--- src/rtl/vfc_pkg.sv ---
`default_nettype none
package vfc_pkg;

  // Field widths
  localparam int VERTEX_W = 6;
  localparam int COORD_W  = 32;
  localparam int GAIN_W   = 31;
  localparam int STEP_W   = 17;
  localparam int ACTV_W   = 7;

  // Internal datapath widths
  localparam int FORCE_W  = 50;   // summed force component
  localparam int MA_W     = 34;   // multiplier operand a
  localparam int MB_W     = 33;   // multiplier operand b
  localparam int PROD_W   = 67;   // product

  // Defaults and fixed saturation width of the velocity result
  localparam int MAX_VERTICES_DEF = 64;
  localparam int VALUE_WIDTH      = 32;

  localparam logic [STEP_W-1:0] STEP_TIME_RST = 17'd655;
  localparam logic [ACTV_W-1:0] ACTIVE_RST    = 7'd64;

  // Configuration register indexes
  localparam logic CFG_STEP_TIME = 1'b0;
  localparam logic CFG_ACTIVE    = 1'b1;

  // Mode flag bit positions
  localparam int FLAG_POS = 0;
  localparam int FLAG_VEL = 1;
  localparam int FLAG_FRC = 2;

  // Request op codes
  typedef enum logic [2:0] {
    OP_SET_POS = 3'd0,
    OP_SET_VEL = 3'd1,
    OP_SET_FRC = 3'd2,
    OP_REMOVE  = 3'd3,
    OP_CLEAR   = 3'd4,
    OP_APPLY   = 3'd5
  } op_t;

  typedef struct packed {
    logic [2:0]          op;
    logic [VERTEX_W-1:0] vertex;
    logic signed [31:0]  a_x;
    logic signed [31:0]  a_y;
    logic signed [31:0]  a_z;
    logic signed [31:0]  b_x;
    logic signed [31:0]  b_y;
    logic signed [31:0]  b_z;
    logic [GAIN_W-1:0]   gain;
    logic [GAIN_W-1:0]   limit;
  } req_t;

  typedef struct packed {
    logic signed [31:0] vel_x;
    logic signed [31:0] vel_y;
    logic signed [31:0] vel_z;
    logic               controlled;
    logic               clamped;
  } rsp_t;

  // One control table entry
  typedef struct packed {
    logic [2:0][31:0]  tpos;
    logic [2:0][31:0]  tvel;
    logic [2:0][31:0]  frc;
    logic [GAIN_W-1:0] pgain;
    logic [GAIN_W-1:0] vgain;
    logic [GAIN_W-1:0] lim;
    logic [2:0]        flags;
  } entry_t;

  // Datapath micro-operations
  typedef enum logic [4:0] {
    DC_NOP       = 5'd0,
    DC_LOAD      = 5'd1,
    DC_WRITE     = 5'd2,
    DC_REMOVE    = 5'd3,
    DC_CLEAR     = 5'd4,
    DC_ECHO      = 5'd5,
    DC_TERM_MUL  = 5'd6,
    DC_TERM_ACC  = 5'd7,
    DC_FRC_ADD   = 5'd8,
    DC_MAG       = 5'd9,
    DC_SHIFT     = 5'd10,
    DC_SQ_MUL    = 5'd11,
    DC_SQ_ACC    = 5'd12,
    DC_LSQ_MUL   = 5'd13,
    DC_CMP       = 5'd14,
    DC_SQRT      = 5'd15,
    DC_DIV_MUL   = 5'd16,
    DC_DIV_INIT  = 5'd17,
    DC_DIV_STEP  = 5'd18,
    DC_DIV_STORE = 5'd19,
    DC_DT_LO     = 5'd20,
    DC_DT_HI     = 5'd21,
    DC_DT_OUT    = 5'd22
  } dp_code_t;

  typedef struct packed {
    dp_code_t   code;
    logic [1:0] k;      // component
    logic       t;      // term: 0 position, 1 velocity
  } dp_cmd_t;

  typedef struct packed {
    logic [2:0] op;
    logic       in_range;
    logic       controlled;
    logic       big;
    logic       over;
  } dp_stat_t;

endpackage
`default_nettype wire

--- src/rtl/vfc_ctrl.sv ---
`default_nettype none
module vfc_ctrl import vfc_pkg::*; (
  input  wire logic     clk,
  input  wire logic     rst_n,
  input  wire logic     start,
  input  wire dp_stat_t stat,
  output dp_cmd_t       cmd,
  output logic          busy,
  output logic          out_valid
);

  typedef enum logic [20:0] {
    S_IDLE      = 21'h000001,
    S_DECODE    = 21'h000002,
    S_TERM_MUL  = 21'h000004,
    S_TERM_ACC  = 21'h000008,
    S_FRC       = 21'h000010,
    S_MAG       = 21'h000020,
    S_SHIFT     = 21'h000040,
    S_SQ_MUL    = 21'h000080,
    S_SQ_ACC    = 21'h000100,
    S_LSQ       = 21'h000200,
    S_CMP       = 21'h000400,
    S_CHECK     = 21'h000800,
    S_SQRT      = 21'h001000,
    S_DIV_MUL   = 21'h002000,
    S_DIV_INIT  = 21'h004000,
    S_DIV       = 21'h008000,
    S_DIV_STORE = 21'h010000,
    S_DT_LO     = 21'h020000,
    S_DT_HI     = 21'h040000,
    S_DT_OUT    = 21'h080000,
    S_DONE      = 21'h100000
  } state_t;

  state_t     state_r, state_nxt;
  logic [1:0] k_r, k_nxt;
  logic       t_r, t_nxt;
  logic [4:0] cnt_r, cnt_nxt;

  always_ff @(posedge clk) begin
    if (!rst_n) begin
      state_r <= S_IDLE;
      k_r     <= '0;
      t_r     <= 1'b0;
      cnt_r   <= '0;
    end else begin
      state_r <= state_nxt;
      k_r     <= k_nxt;
      t_r     <= t_nxt;
      cnt_r   <= cnt_nxt;
    end
  end

  // Sequencer
  always_comb begin
    state_nxt = state_r;
    k_nxt     = k_r;
    t_nxt     = t_r;
    cnt_nxt   = cnt_r;
    cmd.code  = DC_NOP;
    cmd.k     = k_r;
    cmd.t     = t_r;
    case (state_r)
      S_IDLE: begin
        if (start) begin
          cmd.code  = DC_LOAD;
          state_nxt = S_DECODE;
        end
      end
      S_DECODE: begin
        state_nxt = S_DONE;
        k_nxt     = '0;
        t_nxt     = 1'b0;
        case (stat.op)
          OP_SET_POS, OP_SET_VEL, OP_SET_FRC: begin
            if (stat.in_range) cmd.code = DC_WRITE;
          end
          OP_REMOVE: begin
            if (stat.in_range) cmd.code = DC_REMOVE;
          end
          OP_CLEAR: cmd.code = DC_CLEAR;
          OP_APPLY: begin
            if (stat.controlled) state_nxt = S_TERM_MUL;
            else cmd.code = DC_ECHO;
          end
          default: cmd.code = DC_NOP;
        endcase
      end
      // gain terms and external force, one component at a time
      S_TERM_MUL: begin
        cmd.code  = DC_TERM_MUL;
        state_nxt = S_TERM_ACC;
      end
      S_TERM_ACC: begin
        cmd.code = DC_TERM_ACC;
        if (!t_r) begin
          t_nxt     = 1'b1;
          state_nxt = S_TERM_MUL;
        end else begin
          state_nxt = S_FRC;
        end
      end
      S_FRC: begin
        cmd.code = DC_FRC_ADD;
        t_nxt    = 1'b0;
        if (k_r == 2'd2) begin
          k_nxt     = '0;
          state_nxt = S_MAG;
        end else begin
          k_nxt     = k_r + 2'd1;
          state_nxt = S_TERM_MUL;
        end
      end
      S_MAG: begin
        cmd.code  = DC_MAG;
        state_nxt = S_SHIFT;
      end
      // bring all magnitudes below 2^31
      S_SHIFT: begin
        if (stat.big) cmd.code = DC_SHIFT;
        else state_nxt = S_SQ_MUL;
      end
      S_SQ_MUL: begin
        cmd.code  = DC_SQ_MUL;
        state_nxt = S_SQ_ACC;
      end
      S_SQ_ACC: begin
        cmd.code = DC_SQ_ACC;
        if (k_r == 2'd2) begin
          k_nxt     = '0;
          state_nxt = S_LSQ;
        end else begin
          k_nxt     = k_r + 2'd1;
          state_nxt = S_SQ_MUL;
        end
      end
      S_LSQ: begin
        cmd.code  = DC_LSQ_MUL;
        state_nxt = S_CMP;
      end
      S_CMP: begin
        cmd.code  = DC_CMP;
        state_nxt = S_CHECK;
      end
      S_CHECK: begin
        cnt_nxt = '0;
        k_nxt   = '0;
        if (stat.over) state_nxt = S_SQRT;
        else state_nxt = S_DT_LO;
      end
      // 32 digit steps of the integer square root
      S_SQRT: begin
        cmd.code = DC_SQRT;
        cnt_nxt  = cnt_r + 5'd1;
        if (cnt_r == 5'd31) state_nxt = S_DIV_MUL;
      end
      S_DIV_MUL: begin
        cmd.code  = DC_DIV_MUL;
        state_nxt = S_DIV_INIT;
      end
      S_DIV_INIT: begin
        cmd.code  = DC_DIV_INIT;
        cnt_nxt   = '0;
        state_nxt = S_DIV;
      end
      // 31 quotient bits, one per cycle
      S_DIV: begin
        cmd.code = DC_DIV_STEP;
        cnt_nxt  = cnt_r + 5'd1;
        if (cnt_r == 5'd30) state_nxt = S_DIV_STORE;
      end
      S_DIV_STORE: begin
        cmd.code = DC_DIV_STORE;
        if (k_r == 2'd2) begin
          k_nxt     = '0;
          state_nxt = S_DT_LO;
        end else begin
          k_nxt     = k_r + 2'd1;
          state_nxt = S_DIV_MUL;
        end
      end
      S_DT_LO: begin
        cmd.code  = DC_DT_LO;
        state_nxt = S_DT_HI;
      end
      S_DT_HI: begin
        cmd.code  = DC_DT_HI;
        state_nxt = S_DT_OUT;
      end
      S_DT_OUT: begin
        cmd.code = DC_DT_OUT;
        if (k_r == 2'd2) begin
          k_nxt     = '0;
          state_nxt = S_DONE;
        end else begin
          k_nxt     = k_r + 2'd1;
          state_nxt = S_DT_LO;
        end
      end
      S_DONE: state_nxt = S_IDLE;
      default: state_nxt = S_IDLE;
    endcase
  end

  assign busy      = (state_r != S_IDLE);
  assign out_valid = (state_r == S_DONE);

endmodule
`default_nettype wire

--- config.mk ---
export PLATFORM = sky130hd
export DESIGN_NAME = vfc_ctrl
export DESIGN_NICKNAME = d
export VERILOG_FILES = /design/src/rtl/vfc_pkg.sv /design/src/rtl/vfc_ctrl.sv
export SDC_FILE = /design/constraint.sdc
export NUM_CORES = 1
export LEC_CHECK = 0
export BUFFER_PORTS_ARGS = -buffer_cell sky130_fd_sc_hd__buf_2
export CORE_MARGIN = 2
export CORE_UTILIZATION = 60
export CTS_CLUSTER_SIZE = 24
export DETAILED_ROUTE_END_ITERATION = 10
export MAX_ROUTING_LAYER = met4
export PLACE_DENSITY = 0.88
export SLEW_MARGIN = 20
export SYNTH_ARGS = -nofsm -noshare
export SYNTH_HDL_FRONTEND = slang
export SYNTH_SLANG_ARGS = --single-unit
export TNS_END_PERCENT = 50
--- constraint.sdc ---
create_clock -name clk -period 6 [get_ports clk]
set_input_delay 0.6 -clock clk [delete_from_list [all_inputs] [get_ports clk]]
set_output_delay 0.6 -clock clk [all_outputs]
set_load 0.005 [all_outputs]
==> results by group, run 1 <==
Synth
  – Post-synthesis register bit count: 29
  – Compound-Gate Fraction of Synth Area: 16.3%
  – Synth Area in Simple Gates: 44.0%
  – Synth Cell Area: 2070 µm²
  – Post-synthesis xor/xnor area fraction: 2.11%
  – Async set or reset register ratio after synthesis: 0%
  – Mean post-synth cell area: 8.14 µm²
  – Most common flop cell mapped by yosys: dfxtp_1
  – Share of the synthesized area in the top cell type: 28.0%
  – Post-synthesis sequential area ratio: 28.0%
  – Post-synthesis adder-cell area fraction: 1.81%
  – Post-synthesis mux area share: 0.965%
  – EDFF count, synth: 0
  – Largest family of logic cells by synthesized area: simple AND/OR/NAND/NOR gates
  – Leading area contributor after synthesis: dfxtp_1
  – Syn nets: 268
  – Count of cell types in the netlist: 62
  – Yosys Warn Count: 0
  – Main area contributors after synthesis: dfxtp_1 (28%), nand3_1 (5.3%), nor2_1 (4.0%)
  – Post-synthesis cell count: 255

Clock tree
  – Hold-fix buffers, CTS: 0
  – Worst skew pair latency: 0.36 ns
  – Post-CTS sizing: 0
  – Clock Tree Buf Depth: 2
  – CTS Sinks: 29
  – Num CTS Buffers: 5
  – H-tree depth: 2
  – CTS Root Cell: clkbuf_4
  – Clock transition at path regs: 0.12 ns
  – CTS tree: built
  – Post-CTS Setup Bufs: 0

Floorplan
  – Die width: 62.8 µm
  – Starting Density: 62.2%
  – I/O pin count: 20
  – Die area: 3940 µm²
  – FP Rows: 21
  – Die height: 62.8 µm
  – Core ar.: 3340 µm²

Timing
  – TNS Setup: 0 ns
  – Final clock skew: 0.0187 ns
  – Final max-slew violation count: 0
  – Fin crit period: 3.39 ns
  – RSZ-0062 raised after global routing: false
  – Rel. slew slack: 45.6%
  – Final worst-path cycle share: 56.6%
  – Worst slew pin tran: 0.804 ns
  – Final setup fails: 0
  – Fmax: 295 MHz
  – Hold Violations, Final: 0

Finish
  – Layout cells sized above 1: 18.4%
  – Number of diodes: 0
  – Syn-to-layout area delta: 4.76%
  – NumNets Final: 278
  – Final non-filler cell total: 312
  – # fillers: 310

Detailed routing
  – Drt pass-1 iters: 6
  – DRT iter0 DRCs: 193
  – Vias: 2138
  – Residual DRC: 0
  – Post-DR wirelength/cell: 18.5 µm
  – Routed WL: 5780 µm
  – Vias/cell: 6.85
  – Routed Antenna Nets: 0

Pwr
  – Power Dens Cells: 183 nW/µm²
  – Peak VDD IR: 0.125 mV
  – Static leakage: 0.835 nW

Placed design
  – DP Cell Count: 304
  – Port bufs: 19
  – HPWL after DPL: 4320 µm
  – Gpl congestion: 1.01

Critical path
  – Worst Path Arrival: 2.79 ns
  – Worst setup EP type: primary output
  – Critical path class: reg2out
  – CP cell instances: nor4_2 -> nand3_1 -> nor3_1 -> a21oi_1 -> o2111ai_1 -> buf_2
  – Cells on worst reg2reg path: 5
  – CP Max Fanout: 13
  – CP required: 5.40 ns
  – Critical Path Start Type: flop
  – Largest delay share family, worst path: simple AND/OR/NAND/NOR gates
  – Crit path largest cell delay: 0.59 ns
  – RR Startpoint: state_r[12]
  – R2r endpoint: state_r[5]
  – Slowest stage cell, crit path: nor4_2
  – Buf/Inv on CP: 1
  – Setup slack, reg-to-reg: 3.20 ns

Hold path
  – Hold wc startpoint: t_r
  – Hold Path Sink: state_r[4]
  – Worst Hold Path Cells: 2
  – Hold crit path type: reg2reg

Run status
  – Status: completed

GRT
  – Gr ovfl total: 0
  – Initial antenna violation count: 0
  – Vias in the first global route: 1931
  – Largest net degree at the start of global routing: 18
  – Global-route wire length before repair: 9520 µm
  – GRT Util Overall: 31.9%

Run
  – Max Cap Viol: 0
metrics by stage:
stage	setup WS [ns]	area (µm²)	utilization [%]	hold WS, ns	total power [mW]
2_1_floorplan	3.54	2070	-	0.431	0.257
3_3_place_gp	3.15	2120	63.5	0.440	0.280
3_5_place_dp	3.07	2120	63.5	0.441	0.278
4_1_cts	2.66	2170	65.1	0.458	0.397
5_1_grt	2.32	2170	65.1	0.509	0.414
6_report	2.61	2170	65.1	0.460	0.399
registers in the layout, indices dropped and copies added, names as in the netlist:
name / count
t_r: 1
state_r: 21
k_r: 2
cnt_r: 5
synthesized netlist by cell type, drive strengths merged, types with 5 or more instances:
library cell / n
nand4: 8
nor2b: 5
a21oi: 5
nor4b: 10
inv: 9
nand2b: 5
dfxtp: 29
nor2: 23
nor3: 12
nand3: 22
nor4: 14
buf: 12
nand2: 18
or4: 7
or2: 5
area by class of cell:
cell class / count / area [µm²] / share of cell area (%)
clock buffer: 5 / 37.5 / 1.73
clock inverter: 3 / 17.5 / 0.806
inverter: 9 / 33.8 / 1.55
multi-input combinational: 201 / 1350 / 62.2
sequential: 29 / 581 / 26.7
tap: 46 / 57.6 / 2.65
timing repair buffer: 19 / 95.1 / 4.38
kinds of logic (layout without fill, tap and decap cells):
group,count (synthesis),count (layout)
AOI/OAI and AO/OA,44,44
and+or+nand+nor,147,147
xor gates and xnor gates,5,5
adders and majority gates,3,3
DFF,29,29
buffers and inverters,25,36
muxes,2,2
metal layers:
layer	wire [µm]	GRT usage, %	vias to the layer above
met5	0	-	-
met4	253	17.8	0
met3	534	8.29	36
met2	2610	47.3	127
met1	2380	39.4	978
li1	-	-	997
cell usage in the layout, fill, tap and decap left out, types with 3 or more instances in the layout:
master     n
dfxtp_1   29
nand3_1   22
nor2_1    22
buf_2     19
nand2_1   16
nor3_1    11
inv_1      9
nor4_1     9
nor4b_1    9
nand4_1    6
or2_2      5
nor4_2     5
nor2b_1    5
or4_1      5
a21oi_1    5
nand2b_1   5
clkbuf_4   5
o21ai_0    4
xor2_1     4
o21a_1     4
and3_1     3
a21boi_0   3
nor3b_1    3
o311a_1    3
ha_1       3
report_power, final:
| part | internal [mW] | switching, mW | total [mW] |
|---|---|---|---|
| logic | 0.0272 | 0.0498 | 0.0770 |
| registers | 0.195 | 0.00369 | 0.199 |
| clock network | 0.0440 | 0.0787 | 0.123 |
| total | 0.267 | 0.132 | 0.399 |
how the worst max path moves through the flow:
stage | from | depth (start not counted) | end | slack, ns
finish | state_r[12] | 6 | cmd[6] | 2.61
global route | state_r[12] | 6 | cmd[6] | 2.32
CTS | state_r[12] | 6 | cmd[6] | 2.66
detailed placement | state_r[13] | 6 | cmd[6] | 3.07
global placement | state_r[13] | 6 | cmd[3] | 3.15
floorplan | state_r[12] | 7 | cmd[3] | 3.54
worst reg2reg max path: cells and delay by family (launching register included):
family | cells | cell delay, ns
DFF | 1 | 0.42
and+or+nand+nor | 5 | 2.26
Note: power is estimated with default switching activity, not from simulation.
==> run 2, diff against run 1 <==
--- a/config.mk
+++ b/config.mk
@@ -5,13 +5,14 @@
 export SDC_FILE = /design/constraint.sdc
 export NUM_CORES = 1
 export LEC_CHECK = 0
+export ABC_AREA = 1
 export BUFFER_PORTS_ARGS = -buffer_cell sky130_fd_sc_hd__buf_2
 export CORE_MARGIN = 2
-export CORE_UTILIZATION = 60
+export CORE_UTILIZATION = 53
 export CTS_CLUSTER_SIZE = 24
 export DETAILED_ROUTE_END_ITERATION = 10
 export MAX_ROUTING_LAYER = met4
-export PLACE_DENSITY = 0.88
+export PLACE_DENSITY = 0.82
 export SLEW_MARGIN = 20
 export SYNTH_ARGS = -nofsm -noshare
 export SYNTH_HDL_FRONTEND = slang
==> constraint.sdc (replaced) <==
create_clock -name clk -period 2.96 [get_ports clk]
set_input_delay 0.296 -clock clk [delete_from_list [all_inputs] [get_ports clk]]
set_output_delay 0.296 -clock clk [all_outputs]
set_load 0.005 [all_outputs]
==> results by group, run 2 <==
Floorplan
  – Die width: 66.7 µm (was 62.8 µm)
  – Core ar.: 3720 µm² (was 3340 µm²)
  – Die height: 66.7 µm (was 62.8 µm)
  – Starting Density: 56.1% (was 62.2%)
  – Die area: 4450 µm² (was 3940 µm²)
  – I/O pin count: 20 (unchanged)
  – FP Rows: 22 (was 21)

Timing
  – Hold Violations, Final: 0 (unchanged)
  – Final setup fails: 0 (unchanged)
  – Fmax: 448 MHz
  – Hold Slack: 0.308 ns (was 0.460 ns)
  – RSZ-0062 raised after global routing: false (unchanged)
  – Final clock skew: 0.00406 ns (was 0.0187 ns)
  – Worst slew pin tran: 0.410 ns (was 0.804 ns)
  – Final max-slew violation count: 0 (unchanged)
  – Rel. slew slack: 72.6% (was 45.6%)
  – Fin crit period: 2.23 ns
  – TNS Setup: 0 ns (unchanged)
  – Final worst-path cycle share: 75.5%

Finish
  – Highest-count cells in the layout ignoring fill and taps: inv_1 (54), nand2_1 (53), nand3_1 (40) (was dfxtp_1 (29), nand3_1 (22), nor2_1 (22))
  – Max reg flops: 21 (unchanged)
  – Biggest register: state_r (unchanged)
  – Final instance area: 2290 µm² (was 2170 µm²)
  – Commonest non-fill, non-tap cell in the layout: inv_1 (was dfxtp_1)
  – Biggest regs: state_r (21), cnt_r (5), k_r (2) (unchanged)
  – NumNets Final: 360 (was 278)
  – Number of diodes: 0 (unchanged)
  – Syn-to-layout area delta: 9.96% (was 4.76%)
  – Layout cells sized above 1: 21.3% (was 18.4%)
  – Final Util: 61.7% (was 65.1%)

Critical path
  – Critical path class: reg2out (unchanged)
  – CP required: 2.66 ns (was 5.40 ns)
  – Critical Path Start Type: flop (unchanged)
  – Worst Path Arrival: 1.94 ns (was 2.79 ns)
  – CP Max Fanout: 12 (was 13)
  – Worst setup EP type: primary output (unchanged)

Placed design
  – HPWL after DPL: 3880 µm (was 4320 µm)
  – Port bufs: 19 (unchanged)
  – DP Area: 2190 µm² (was 2120 µm²)
  – Gpl congestion: 0.973 (was 1.01)

Synth
  – Syn nets: 340 (was 268)
  – Most common flop cell mapped by yosys: dfxtp_1 (unchanged)
  – EDFF count, synth: 0 (unchanged)
  – Share of the synthesized area in the top cell type: 27.8% (was 28.0%)
  – Synth Cell Area: 2090 µm² (was 2070 µm²)
  – Post-synth top cells: inv_1 (54), nand2_1 (53), nand3_1 (40) (was dfxtp_1 (29), nand3_1 (22), nor2_1 (22))
  – Count of cell types in the netlist: 30 (was 62)
  – Mean post-synth cell area: 6.38 µm² (was 8.14 µm²)
  – Post-synthesis cell count: 327 (was 255)
  – Cell with the most instances after synthesis: inv_1 (was dfxtp_1)
  – Async set or reset register ratio after synthesis: 0% (unchanged)
  – Main area contributors after synthesis: dfxtp_1 (28%), inv_1 (9.7%), nand3_1 (9.6%) (was dfxtp_1 (28%), nand3_1 (5.3%), nor2_1 (4.0%))
  – Post-synthesis register bit count: 29 (unchanged)
  – Post-synthesis sequential area ratio: 27.8% (was 28.0%)
  – Leading area contributor after synthesis: dfxtp_1 (unchanged)
  – Yosys Warn Count: 0 (unchanged)

Clock tree
  – Clock Tree Buf Depth: 2 (unchanged)
  – Clock transition at path regs: 0.06 ns (was 0.12 ns)
  – CTS Root Cell: clkbuf_8 (was clkbuf_4)
  – Num CTS Buffers: 5 (unchanged)
  – Post-CTS sizing: 0 (unchanged)
  – Hold-fix buffers, CTS: 0 (unchanged)
  – Worst skew pair latency: 0.28 ns (was 0.36 ns)
  – CTS tree: built (unchanged)
  – CTS Sinks: 29 (unchanged)
  – Post-CTS Setup Bufs: 0 (unchanged)
  – H-tree depth: 2 (unchanged)

Detailed routing
  – Routed Antenna Nets: 0 (unchanged)
  – Routed WL: 4910 µm (was 5780 µm)
  – Drt pass-1 iters: 4 (was 6)
  – Post-DR wirelength/cell: 12.4 µm (was 18.5 µm)
  – Vias/cell: 5.32 (was 6.85)
  – Vias: 2105 (was 2138)
  – Residual DRC: 0 (unchanged)
  – DRT iter0 DRCs: 96 (was 193)

GRT
  – Largest net degree at the start of global routing: 22 (was 18)
  – Vias in the first global route: 1874 (was 1931)
  – Global-route wire length before repair: 8230 µm (was 9520 µm)
  – Gr ovfl total: 0 (unchanged)
  – Initial antenna violation count: 0 (unchanged)
  – GRT Util Overall: 25.3% (was 31.9%)

Hold path
  – Hold crit path type: in2reg (was reg2reg)

Run
  – Max Cap Viol: 0 (unchanged)

Run status
  – Status: completed (unchanged)

Pwr
  – Design Power: 1.37 mW (was 0.399 mW)
  – Static leakage: 1.27 nW (was 0.835 nW)
  – Power Dens Cells: 597 nW/µm² (was 183 nW/µm²)
  – Peak VDD IR: 0.363 mV (was 0.125 mV)
==> run 2: cell type report <==
type / count / area, µm²
inverter: 66 / 248
timing repair buffer: 19 / 95.1
clock inverter: 1 / 5.00
clock buffer: 7 / 96.3
sequential: 29 / 581
multi-input combinational: 226 / 1210
fill: 358 / 1420
tap: 48 / 60.1
==> run 2: through the flow <==
step / setup slack, ns / instances
floorplan: 1.38 / 327
global placement: 1.04 / 388
detailed placement: 1.05 / 388
CTS: 0.723 / 396
global route: 0.546 / 396
finish: 0.726 / 396
==> run 2: worst paths after layout <==
| path | cells past startpoint | start | endpoint | slack, ns |
|---|---|---|---|---|
| worst max-delay path | 10 | state_r[14] | cmd[3] | 0.73 |
| worst min-delay path | 3 | stat[0] | state_r[12] | 0.31 |
| worst max register to register | 11 | cnt_r[0] | state_r[15] | 1.07 |
| worst min register to register | 2 | t_r | t_r | 0.49 |
==> run 2: cells by family after synthesis <==
| group | count (synthesis) | synth area share [%] |
|---|---|---|
| flops | 29 | 27.8 |
| xor+xnor | 1 | 0.420 |
| simple gates | 194 | 48.2 |
| buf+inv | 72 | 14.2 |
| fa+ha+maj | 3 | 1.80 |
| compound gates | 28 | 7.56 |
==> run 2: worst max-delay path, stage by stage (launching register included) <==
cell      delay, ns
dfxtp_1        0.32
nor2_1         0.17
nand2_2        0.13
inv_2          0.07
nand2_2        0.09
nor2_4         0.30
nand2_1        0.15
inv_1          0.12
a21oi_1        0.07
nand3b_1       0.09
buf_2          0.12
==> run 2: routing by layer <==
metal | vias up | track usage [%] | wire length (µm)
li1 | 1079 | - | -
met1 | 924 | 32.3 | 2220
met2 | 87 | 38.6 | 2200
met3 | 15 | 5.07 | 349
met4 | 0 | 11.5 | 144
met5 | - | - | 0
==> run 2: power by group <==
| part | total, mW | leakage [nW] | internal (mW) | switching [mW] |
|---|---|---|---|---|
| logic | 0.566 | 0.986 | 0.167 | 0.398 |
| clock network | 0.365 | 0.0542 | 0.210 | 0.155 |
| registers | 0.438 | 0.234 | 0.417 | 0.0206 |
